===== src/hw/rtl/tbd_pkg.sv =====
// Package: constants, command and state codes, controller command struct for the decryptor.
`default_nettype none

package tbd_pkg;

    localparam int ROUNDS      = 17;
    localparam int KEY_COUNT   = 101;
    localparam int BANKS       = 16;
    localparam int BANK_WORDS  = 256;
    localparam int WORD_W      = 32;
    localparam int BLOCK_W     = 128;

    localparam int TABLE_DEPTH = ROUNDS * BANKS * BANK_WORDS;
    localparam int KEY_DEPTH   = KEY_COUNT * ROUNDS * 4;
    localparam int BANK_DEPTH  = ROUNDS * BANK_WORDS;
    localparam int KEY_ROWS    = KEY_COUNT * ROUNDS;

    localparam int ROUND_W     = $clog2(ROUNDS);
    localparam int BANK_AW     = $clog2(BANK_DEPTH);
    localparam int KEY_AW      = $clog2(KEY_ROWS);
    localparam int KEY_W       = 7;
    localparam int ADDR_W      = 17;
    localparam int CMD_W       = 2;

    typedef enum logic [CMD_W-1:0] {
        CMD_LOAD_TABLE = 2'd0,
        CMD_LOAD_KEY   = 2'd1,
        CMD_DECRYPT    = 2'd2
    } tbd_cmd_t;

    typedef enum logic [1:0] {
        ST_IDLE,
        ST_ISSUE,
        ST_ROUND,
        ST_DONE
    } tbd_state_t;

    // controller -> datapath
    typedef struct packed {
        logic               capture;     // latch block and key
        logic               issue_first; // read addresses from held block
        logic               step;        // fold read data into block
        logic               load_out;    // copy block to output register
        logic               wr_table;
        logic               wr_key;
        logic [ROUND_W-1:0] rd_round;    // round being read
        logic [ROUND_W-1:0] cur_round;   // round whose data is returning
    } tbd_ctl_t;

endpackage

`default_nettype wire


===== src/hw/rtl/tbd_ctrl.sv =====
// Controller: command decode, round sequencing and output handshake.
`default_nettype none

module tbd_ctrl
    import tbd_pkg::*;
(
    input  logic            clk,
    input  logic            rst_n,
    input  logic            in_valid,
    input  logic [CMD_W-1:0] in_cmd,
    output logic            in_ready,
    output logic            out_valid,
    input  logic            out_ready,
    output tbd_ctl_t        ctl
);

    tbd_state_t         state_reg, state_next;
    logic [ROUND_W-1:0] round_reg, round_next;
    logic               out_valid_reg, out_valid_next;
    logic               accept;
    logic               last;
    logic               out_free;

    assign accept   = in_valid && (state_reg == ST_IDLE);
    assign last     = (round_reg == ROUND_W'(ROUNDS - 1));
    assign out_free = !out_valid_reg || out_ready;

    always_comb
    begin
        state_next = state_reg;
        case (state_reg)
            ST_IDLE:
            begin
                if (accept && (tbd_cmd_t'(in_cmd) == CMD_DECRYPT))
                begin
                    state_next = ST_ISSUE;
                end
            end
            ST_ISSUE: state_next = ST_ROUND;
            ST_ROUND:
            begin
                if (last)
                begin
                    state_next = ST_DONE;
                end
            end
            ST_DONE:
            begin
                if (out_free)
                begin
                    state_next = ST_IDLE;
                end
            end
            default: state_next = ST_IDLE;
        endcase
    end

    always_comb
    begin
        ctl             = '0;
        in_ready        = 1'b0;
        round_next      = round_reg;
        ctl.cur_round   = round_reg;
        case (state_reg)
            ST_IDLE:
            begin
                in_ready = 1'b1;
                if (accept)
                begin
                    case (tbd_cmd_t'(in_cmd))
                        CMD_LOAD_TABLE: ctl.wr_table = 1'b1;
                        CMD_LOAD_KEY:   ctl.wr_key   = 1'b1;
                        CMD_DECRYPT:    ctl.capture  = 1'b1;
                        default:        ctl.capture  = 1'b0;
                    endcase
                end
            end
            ST_ISSUE:
            begin
                ctl.issue_first = 1'b1;
                round_next      = '0;
            end
            ST_ROUND:
            begin
                ctl.step = 1'b1;
                if (last)
                begin
                    round_next = '0;
                end
                else
                begin
                    ctl.rd_round = round_reg + ROUND_W'(1);
                    round_next   = round_reg + ROUND_W'(1);
                end
            end
            ST_DONE:
            begin
                ctl.load_out = out_free;
            end
            default: ctl = '0;
        endcase
    end

    always_comb
    begin
        out_valid_next = out_valid_reg;
        if (ctl.load_out)
        begin
            out_valid_next = 1'b1;
        end
        else if (out_ready)
        begin
            out_valid_next = 1'b0;
        end
    end

    always_ff @(posedge clk or negedge rst_n)
    begin
        if (!rst_n)
        begin
            state_reg     <= ST_IDLE;
            round_reg     <= '0;
            out_valid_reg <= 1'b0;
        end
        else
        begin
            state_reg     <= state_next;
            round_reg     <= round_next;
            out_valid_reg <= out_valid_next;
        end
    end

    assign out_valid = out_valid_reg;

endmodule

`default_nettype wire


===== config.mk =====
export PLATFORM = sky130hd
export DESIGN_NAME = tbd_ctrl
export DESIGN_NICKNAME = d
export VERILOG_FILES = /design/src/hw/rtl/tbd_pkg.sv /design/src/hw/rtl/tbd_ctrl.sv
export SDC_FILE = /design/constraint.sdc
export NUM_CORES = 1
export LEC_CHECK = 0
export ABC_AREA = 1
export BUFFER_PORTS_ARGS = -buffer_cell sky130_fd_sc_hd__buf_2
export CORE_UTILIZATION = 35
export DETAILED_ROUTE_END_ITERATION = 8
export GPL_TIMING_DRIVEN = 0
export SKIP_CTS_REPAIR_TIMING = 1
export SYNTH_ARGS = -nofsm -noshare
export SYNTH_HDL_FRONTEND = slang
export SYNTH_SLANG_ARGS = --single-unit

===== constraint.sdc =====
create_clock -name clk -period 1.4 [get_ports clk]
set_clock_uncertainty 0.1 [all_clocks]
set_input_delay 0.14 -clock clk [delete_from_list [all_inputs] [get_ports clk]]
set_output_delay 0.14 -clock clk [all_outputs]
set_load 0.02 [all_outputs]

* After elaboration in Yosys (flattened, before gate mapping) *
Index checks and enable logic that the tools add are counted.
W data, S select, Z words.

storage, ports and cells
  register bits after elaboration = 8
  latch bits = 0
  bits in writable memories = 0
  ROM bits = 0
  bits of input ports = 6
  output and inout port bits = 18
  word-level logic and storage cells = 42
  memories kept = 0

operators by class
  add/sub/neg operators = 1
  multiply operators = 0
  divide/modulo/power cells = 0
  magnitude comparators = 0
  equality and inequality tests = 9
  shift-type cells = 0
  muxes and demuxes = 20
  bitwise operators = 0
  reductions and logical operators = 9

operators by type and width
  kind                   count
  $mux W1                11
  $mux W2                5
  $mux W5                2
  $pmux W5 S2            1
  $pmux W2 S4            1
  $eq A2 B2 Y1 const B   3
  $add A5 B1 Y5 const B  1
  $eq A5 B5 Y1 const B   1
  $eq A2 B1 Y1 const B   2
  $logic_not A2 Y1       2
  $ne A2 B2 Y1 const B   2
  $reduce_bool A2 Y1     2
  $reduce_and A3 Y1      1
  $logic_and A1 B1 Y1    2
  $ne A2 B1 Y1 const B   1
  $logic_not A1 Y1       1
  $logic_or A1 B1 Y1     1

* Depth between registers and ports, before layout *
Gate-level depths: netlist (run 1).

  depth in word-level cells = 5
  mapped depth = 9
  gate-level depth less buffers = 9

* Least setup slack after synthesis (run 1) *
No wires, ideal clock.

  kind = reg2out
  start point = register state_reg[0]
  end point = output port ctl[8] in the netlist's numbering
  arrival time = 1.462 ns
  required time = 1.160 ns
  path slack = -0.302 ns
  stages on the path, launching flop included = 5
  cells stage by stage = dfrtp_1 inv_1 ha_1 inv_1 nor3_1

RTL lines
  what                      RTL line         text
  start: declaration        tbd_ctrl.sv:17   tbd_state_t state_reg, state_next;
  start signal: assignment  tbd_ctrl.sv:127  state_reg <= state_next;
  end: declaration          tbd_ctrl.sv:14   output tbd_ctl_t ctl

==> results of run 1 <==
-- cell families after synthesis --
family | share of synthesized area
compound gates | 0.0437
xor+xnor | 0.0153
buf+inv | 0.105
flops | 0.349
fa+ha+maj | 0.131
simple gates | 0.356
-- layer usage --
metal | vias to the layer above | GRT usage | share of wire
met4 | 0 | 0.0938 | 0.014
met1 | 325 | 0.220 | 0.43
met2 | 16 | 0.249 | 0.52
met3 | 2 | 0.0259 | 0.036
met5 | - | 0 | 0
li1 | 323 | - | -
-- worst max-delay path: stages, from the launching register on --
cell and delay (ns):
dfrtp_1 0.43, inv_2 0.11, ha_4 0.17, inv_2 0.05, a21oi_2 0.12, and3_4 0.19
buf_6 0.11
-- cell usage after synthesis --
master	instances	area (sq um)
nand4_1	4	25.0
nand2_1	21	78.8
nor2_2	3	18.8
a21oi_1	2	10.0
ha_1	6	75.1
nand2_4	1	11.3
inv_1	14	52.6
nor2_1	3	11.3
nor3_1	3	15.0
dfrtp_1	8	200
buf_4	1	7.51
or2_2	1	6.26
and3_1	1	6.26
nand2_2	1	6.26
nand3_1	5	25.0
o21ai_1	1	5.00
xnor2_1	1	8.76
o21ai_0	2	10.0
-- cell type report --
type / count / area share
multi-input combinational: 55 / 0.441
tap: 16 / 0.0195
timing repair buffer: 34 / 0.260
sequential: 8 / 0.200
clock buffer: 4 / 0.0256
inverter: 14 / 0.0537
-- power by group through the flow --
stage | Sequential [mW] | Clock (mW) | Combinational, mW
after CTS | 0.391 | 0.186 | 1.01
after floorplan | 0.418 | 0 | 0.726
final | 0.405 | 0.184 | 1.49
after detailed placement | 0.394 | 0 | 1.01
after global placement | 0.392 | 0 | 0.985
after global routing | 0.415 | 0.201 | 1.61
-- path summary, 6_finish.rpt --
kind	slack, ns	to	cells past startpoint
worst max-delay path	-0.27	ctl[9]	6
worst min-delay path	0.08	out_valid	4
worst max register to register	-0.06	state_reg[1]	10
worst min register to register	0.47	round_reg[4]	2
max in group asynchronous	0.85	round_reg[2]	2
min in group asynchronous	0.17	round_reg[4]	2
-- per-stage QoR --
| step | setup TNS [ns] | util | area (sq um) | hold slack (ns) | power (mW) |
|---|---|---|---|---|---|
| finish | -1.68 | 0.672 | 1020 | 0.0788 | 2.08 |
| detailed placement | -0.191 | 0.519 | 791 | -0.113 | 1.40 |
| CTS | -2.18 | 0.536 | 817 | -0.381 | 1.59 |
| global placement | -0.0972 | 0.519 | 791 | -0.111 | 1.38 |
| floorplan | -0.000840 | - | 656 | -0.256 | 1.14 |
| global route | -2.52 | 0.672 | 1020 | 0.109 | 2.23 |
==> run_results.csv, run 1 <==
group,metric,value,unit
power,p_comb_frac,0.717,
global_route,grt_usage,0.164,
critical_path,crit_fanout,5,
final_layout,largest_reg_flops,5,
sta,period_share,1.19,
logic_synthesis,avgSynthCellArea,7.35,sq um
sta,setup_violations,13,
power,vdd_drop_max,1.70,mV
critical_path,cp.required,1.16,ns
logic_synthesis,yosysUniqueCellTypes,18,
final_layout,drive_gt1_frac,0.635,
worst_hold_path,min-delay-start,"out_ready",
critical_path,worstSetupPathType,"reg2out",
logic_synthesis,ys.warnings.count,0,
sta,rsz0062_at_grt,"true",
power,p_seq_frac,0.194,
logic_synthesis,syn-num-nets,90,
final_layout,seq_area,205,sq um
critical_path,start_kind,"register",
final_layout,mostFrequentLayoutCells,"nand2_1 (17), buf_2 (13), buf_6 (11)",
global_route,grt_overflow,0,
global_route,antenna_found_initial,0,
die,initial_core_util,0.376,
place,place_hpwl,1.07,mm
critical_path,crit_start,"state_reg[0]",
clock_tree,cts_root_buf,"clkbuf_4",
drt,via_count,666,
power,swShare,0.457,
sta,fmaxAchievable,0.600,GHz
die,row_count,14,
logic_synthesis,netlist_area,573,sq um
final_layout,area_growth_syn_to_layout,78.8,%
critical_path,cp_data_arrival_time,1.43,ns
drt,remaining_drc_errors,0,
clock_tree,clockBufferDepth,2,
sta,slew_viol_final,0,
logic_synthesis,ys_ff_latch,8,
power,leakage,0.526,nW
sta,worst_pin_slew,0.219,ns
drt,avgViaCountPerCell,5.08,
power,p_sw,0.951,mW
final_layout,multiInputGateArea,452,sq um
final_layout,fin_cells,131,
global_route,grt_pass1_wl,2.18,mm
global_route,grt_pass1_vias,513,
power,p_int,1.13,mW
logic_synthesis,seq_area_frac_synth,0.349,
die,pin_count,24,
critical_path,cp-end-kind,"primary output",
power,clkPwrFrac,0.088,
final_layout,nNetsFinal,128,
clock_tree,clk-insertion-delay-late,0.25,ns
sta,slew_headroom,0.854,
clock_tree,cts_tree,"built",
drt,post_drt_wl_per_cell,11.6,microns
clock_tree,ctsHtreeMaxLevel,1,
drt,drt_first_iter_violations,16,
drt,routed_wl,1.52,mm
place,place_congestion,0.789,
final_layout,n_antenna_cell,0,
final_layout,final_common_cell,"nand2_1",
place,numPortBuffers,23,
die,core,1520,sq um
die,die_h,42.5,microns
clock_tree,numCtsBuffers,3,
global_route,grt_start_max_net_pins,9,
critical_path,worstReg2RegStart,"round_reg[0]",
power,p_per_area,2030,nW/um^2
die,die_w,42.5,microns
sta,setup_ws,-0.267,ns
sta,min_period,1.67,ns
logic_synthesis,synthCells,78,
clock_tree,cts_sinks,8,
outcome,status,"finished, violations left",
flow_run,cap_viol_max_count,0,
outcome,violations,"setup timing",
die,die_area,1800,sq um
place,dp.cells,117,
drt,antenna_left,0,
clock_tree,clkTransAtPathRegs,0.05,ns
sta,hold_viol_final,0,
drt,drt_first_pass_iters,4,
worst_hold_path,hp-class,"in2reg",
place,place_ws,-0.114,ns
final_layout,nFillCells,118,
Power figures use the tool's default switching activity.
==> run 2: changes to the inputs <==
Settings changed: RECOVER_POWER set to 25.
==> run 2 against run 1 <==
  * The flow still finishes with violations (setup timing)
  * Largest cell class unchanged
  * Via count grew 0.15%
  * Clock power hardly changed
  * Global-route usage is the same
  * Cell count is the same
  * Non-clock buffer count did not move
  * First-iteration DRC count is 25% higher
  * Fmax is 0.16% higher
  * Power about the same
  * Largest power group unchanged
  * Utilization decreased by 0.082 points
  * Flip-flop and latch count stayed put
  * Setup slack better by 0.0026 ns
==> run_results.csv, run 2 (same netlist as run 1, synthesis figures left out) <==
group,metric,value,unit
die,core,1520,sq um
sta,slew_headroom,0.736,
final_layout,largest_reg_flops,5,
final_layout,n_antenna_cell,0,
drt,drt_first_pass_iters,4,
final_layout,mostFrequentLayoutCells,"nand2_1 (17), buf_2 (12), buf_6 (11)",
power,clkPwrFrac,0.088,
final_layout,fin_area,1020,sq um
critical_path,slowest_stage,"dfrtp_1",
clock_tree,ctsHtreeMaxLevel,1,
critical_path,cp_data_arrival_time,1.42,ns
global_route,grt_overflow,0,
critical_path,critical-path-max-stage-delay,0.43,ns
clock_tree,cts_sinks,8,
sta,setup_ws,-0.264,ns
clock_tree,cts_root_buf,"clkbuf_4",
sta,min_period,1.66,ns
power,p_sw,0.952,mW
power,leakage,0.523,nW
global_route,grt_usage,0.164,
power,p_int,1.13,mW
die,row_count,14,
power,p_seq_frac,0.195,
outcome,violations,"setup timing",
sta,period_share,1.19,
critical_path,cp.required,1.16,ns
global_route,grt_start_max_net_pins,9,
final_layout,nNetsFinal,128,
place,place_hpwl,1.07,mm
critical_path,worstSetupPathType,"reg2out",
final_layout,seq_area,205,sq um
sta,slew_viol_final,0,
clock_tree,cts_tree,"built",
sta,rsz0062_at_grt,"true",
sta,fmaxAchievable,0.601,GHz
die,die_w,42.5,microns
sta,setup_violations,13,
drt,drt_first_iter_violations,20,
sta,whs,0.0788,ns
drt,remaining_drc_errors,0,
final_layout,drive_gt1_frac,0.626,
drt,via_count,667,
sta,hold_viol_final,0,
clock_tree,clockBufferDepth,2,
clock_tree,clk-insertion-delay-late,0.25,ns
final_layout,area_growth_syn_to_layout,78.6,%
global_route,grt_pass1_vias,513,
die,die_area,1800,sq um
power,p_per_area,2030,nW/um^2
power,swShare,0.458,
die,initial_core_util,0.376,
drt,avgViaCountPerCell,5.09,
drt,antenna_left,0,
critical_path,crit_top_cell,"inv_2",
drt,routed_wl,1.54,mm
critical_path,worstRegToRegCells,10,
global_route,grt_pass1_wl,2.18,mm
outcome,status,"finished, violations left",
clock_tree,numCtsBuffers,3,
worst_hold_path,hp-class,"in2reg",
critical_path,start_kind,"register",
drt,post_drt_wl_per_cell,11.7,microns
critical_path,path_cells,"inv_2 -> ha_4 -> inv_2 -> a21oi_2 -> and3_4 -> buf_6",
die,pin_count,24,
power,vdd_drop_max,1.70,mV
critical_path,cp-end-kind,"primary output",
place,numPortBuffers,23,
place,place_congestion,0.789,
final_layout,multiInputGateArea,452,sq um
final_layout,final_common_cell,"nand2_1",
power,p_comb_frac,0.717,
clock_tree,clkTransAtPathRegs,0.05,ns
final_layout,nFillCells,119,
sta,worst_pin_slew,0.396,ns
worst_hold_path,holdPathStages,4,
flow_run,cap_viol_max_count,0,
die,die_h,42.5,microns
place,place_area,791,sq um
critical_path,crit_fanout,5,
global_route,antenna_found_initial,0,
[run 2: cell types whose count changed in the layout (fill, tap and decap cells not counted)]
cell,before,now
buf_2,13,12
clkbuf_1,1,2
[run 2: per-layer routing]
metal,routed length (microns),up-vias,global-route usage
met2,793,22,0.249
met4,21,0,0.0938
met3,69,2,0.0259
met1,651,318,0.220
li1,-,325,-
met5,0,-,0
[run 2: final cells by class]
type | instances | area share
sequential | 8 | 0.200
timing repair buffer | 34 | 0.259
clock buffer | 4 | 0.0257
tap | 16 | 0.0196
inverter | 14 | 0.0538
multi-input combinational | 55 | 0.441
[run 2: path summary, 6_finish.rpt]
path                              start            to  slack, ns
hold / removal                out_ready     out_valid       0.08
setup / recovery           state_reg[0]        ctl[9]      -0.26
hold reg to reg            round_reg[4]  round_reg[4]       0.47
max in group asynchronous         rst_n  round_reg[2]       0.65
min in group asynchronous         rst_n  round_reg[4]       0.23
setup reg to reg           round_reg[0]  state_reg[0]      -0.06
[run 2: power by group through the flow]
stage,Clock (mW),Sequential [mW],Combinational (mW)
2_1_floorplan,0,0.418,0.726
3_3_place_gp,0,0.392,0.985
3_5_place_dp,0,0.394,1.01
4_1_cts,0.186,0.391,1.01
5_1_grt,0.201,0.415,1.61
6_report,0.183,0.405,1.49
[run 2: worst max-delay path, delay by kind of cell (launching register included)]
kind | cells | cell delay, ns
AND/OR/NAND/NOR | 1 | 0.19
flip-flops | 1 | 0.43
AO/OA/AOI/OAI | 1 | 0.12
adder cells (fa/ha/maj) | 1 | 0.17
buffers and inverters | 3 | 0.27
[run 2: through the flow]
stage / setup slack, ns / cells / setup TNS [ns] / power, mW / utilization
global route: -0.343 / 131 / -2.52 / 2.23 / 0.672
CTS: -0.375 / 121 / -2.18 / 1.59 / 0.536
finish: -0.264 / 131 / -1.65 / 2.08 / 0.672
floorplan: -0.000840 / 78 / -0.000840 / 1.14 / -
detailed placement: -0.114 / 117 / -0.191 / 1.40 / 0.519
global placement: -0.0932 / 117 / -0.0972 / 1.38 / 0.519
==> run 3: changes to the inputs <==
Settings changed: CORE_UTILIZATION 35 to 41, PLACE_DENSITY set to 0.73.
==> run 3 against run 2 <==
  * The run still ends with setup timing left
  * Critical path depth is 1 higher
  * Clock-buffer cell count stayed put
  * Cell count is 0.76% higher
  * Routed wire length is 21% higher
  * Setup slack worse by 0.051 ns
  * Largest power group unchanged
  * Global-route usage is 4.8 points higher
  * Critical endpoint unchanged
==> run_results.csv, run 3 (same netlist as run 1, synthesis figures left out) <==
group,metric,value,unit
outcome,status,"finished, violations left",
outcome,violations,"setup timing",
power,p_seq_frac,0.190,
final_layout,mostFrequentLayoutCells,"nand2_1 (18), buf_6 (13), buf_2 (11)",
global_route,antenna_found_initial,0,
critical_path,cp-end-kind,"primary output",
sta,setup_ws,-0.315,ns
sta,rsz0062_at_grt,"true",
power,power,2.19,mW
place,place_hpwl,1.04,mm
drt,post_drt_wl_per_cell,14.1,microns
place,dp.cells,116,
sta,slew_viol_final,0,
drt,routed_wl,1.86,mm
die,core,1300,sq um
final_layout,drive_gt1_frac,0.624,
final_layout,nFillCells,75,
final_layout,final_common_cell,"nand2_1",
die,row_count,13,
clock_tree,clk-insertion-delay-late,0.26,ns
die,die_w,39.4,microns
clock_tree,cts_root_buf,"clkbuf_4",
die,die_h,39.4,microns
final_layout,n_antenna_cell,0,
global_route,grt_pass1_wl,2.11,mm
drt,via_count,689,
power,p_comb_frac,0.718,
power,p_int,1.18,mW
clock_tree,numCtsBuffers,3,
final_layout,area_growth_syn_to_layout,83.4,%
drt,drt_first_iter_violations,12,
power,swShare,0.461,
global_route,grt_pass1_vias,469,
clock_tree,ctsHtreeMaxLevel,1,
final_layout,largest_reg_flops,5,
place,place_congestion,0.799,
flow_run,cap_viol_max_count,0,
final_layout,nNetsFinal,130,
clock_tree,clkTransAtPathRegs,0.07,ns
final_layout,fin_cells,132,
power,clkPwrFrac,0.092,
power,p_per_area,2080,nW/um^2
critical_path,cp.required,1.16,ns
sta,worst_pin_slew,0.451,ns
die,initial_core_util,0.440,
sta,fmaxAchievable,0.583,GHz
sta,setup_violations,12,
power,vdd_drop_max,1.75,mV
clock_tree,clockBufferDepth,2,
final_layout,seq_area,206,sq um
drt,drt_first_pass_iters,4,
worst_hold_path,hp-class,"in2reg",
global_route,grt_overflow,0,
critical_path,crit_fanout,5,
drt,antenna_left,0,
place,place_ws,-0.106,ns
die,pin_count,24,
critical_path,start_kind,"register",
clock_tree,cts_tree,"built",
critical_path,cp_data_arrival_time,1.47,ns
clock_tree,cts_sinks,8,
place,numPortBuffers,23,
sta,slew_headroom,0.699,
global_route,grt_start_max_net_pins,9,
critical_path,worstSetupPathType,"reg2out",
global_route,grt_usage,0.212,
power,leakage,0.533,nW
sta,min_period,1.71,ns
final_layout,multiInputGateArea,454,sq um
die,die_area,1550,sq um
sta,period_share,1.22,
drt,avgViaCountPerCell,5.22,
drt,remaining_drc_errors,0,
power,p_sw,1.01,mW
sta,hold_viol_final,0,
==> run 3: changes by cell type in the layout (fill, tap and decap cells not counted), moves of 2 or more <==
cell / delta
buf_6: +2
ha_4: +2
inv_1: +2
inv_2: -2
==> run 3: area by class of cell <==
| cell class | instances | share of cell area |
|---|---|---|
| Sequential cell | 8 | 0.196 |
| Tap cell | 15 | 0.0179 |
| Inverter | 14 | 0.0524 |
| Clock buffer | 4 | 0.0250 |
| Multi-Input combinational cell | 55 | 0.432 |
| Timing Repair Buffer | 36 | 0.276 |
==> run 3: metrics by stage <==
stage          instance area, sq um  utilization  hold WS (ns)    TNS, ns
3_3_place_gp                    790        0.607        -0.105    -0.0750
6_report                       1050        0.808        0.0938      -1.94
2_1_floorplan                   656            -        -0.256  -0.000840
3_5_place_dp                    790        0.607        -0.106     -0.164
5_1_grt                        1050        0.808         0.112      -2.78
4_1_cts                         816        0.627        -0.397      -2.28
==> run 3: power groups by stage <==
stage | Combinational [mW] | Sequential (mW) | Clock (mW)
5_1_grt | 1.67 | 0.424 | 0.220
3_3_place_gp | 0.964 | 0.392 | 0
6_report | 1.57 | 0.416 | 0.201
4_1_cts | 0.988 | 0.389 | 0.207
3_5_place_dp | 0.984 | 0.393 | 0
2_1_floorplan | 0.726 | 0.418 | 0
==> run 3: worst paths after layout <==
kind	startpoint	end	slack, ns	cells past startpoint
worst max-delay path	round_reg[0]	ctl[9]	-0.31	7
worst min-delay path	out_ready	out_valid	0.09	4
worst max register to register	state_reg[0]	state_reg[0]	-0.12	8
worst min register to register	round_reg[1]	round_reg[1]	0.46	2
max in group asynchronous	rst_n	state_reg[0]	0.61	2
min in group asynchronous	rst_n	round_reg[1]	0.24	2
==> run 3: layer usage <==
metal | share of wire | GRT usage | wire length [microns] | vias to the layer above
li1 | - | - | - | 329
met1 | 0.42 | 0.296 | 785 | 333
met4 | 0.014 | 0.129 | 27 | 0
met5 | 0 | 0 | 0 | -
met3 | 0.046 | 0.0511 | 86 | 4
met2 | 0.52 | 0.288 | 963 | 23
==> run 3: critical path, cell delays in order, from the launching register on <==
cell and delay, ns:
dfrtp_2 0.43, inv_2 0.07, ha_4 0.15, nand2_2 0.06, inv_2 0.04, a21oi_2 0.16, and3_4 0.19, buf_6 0.11
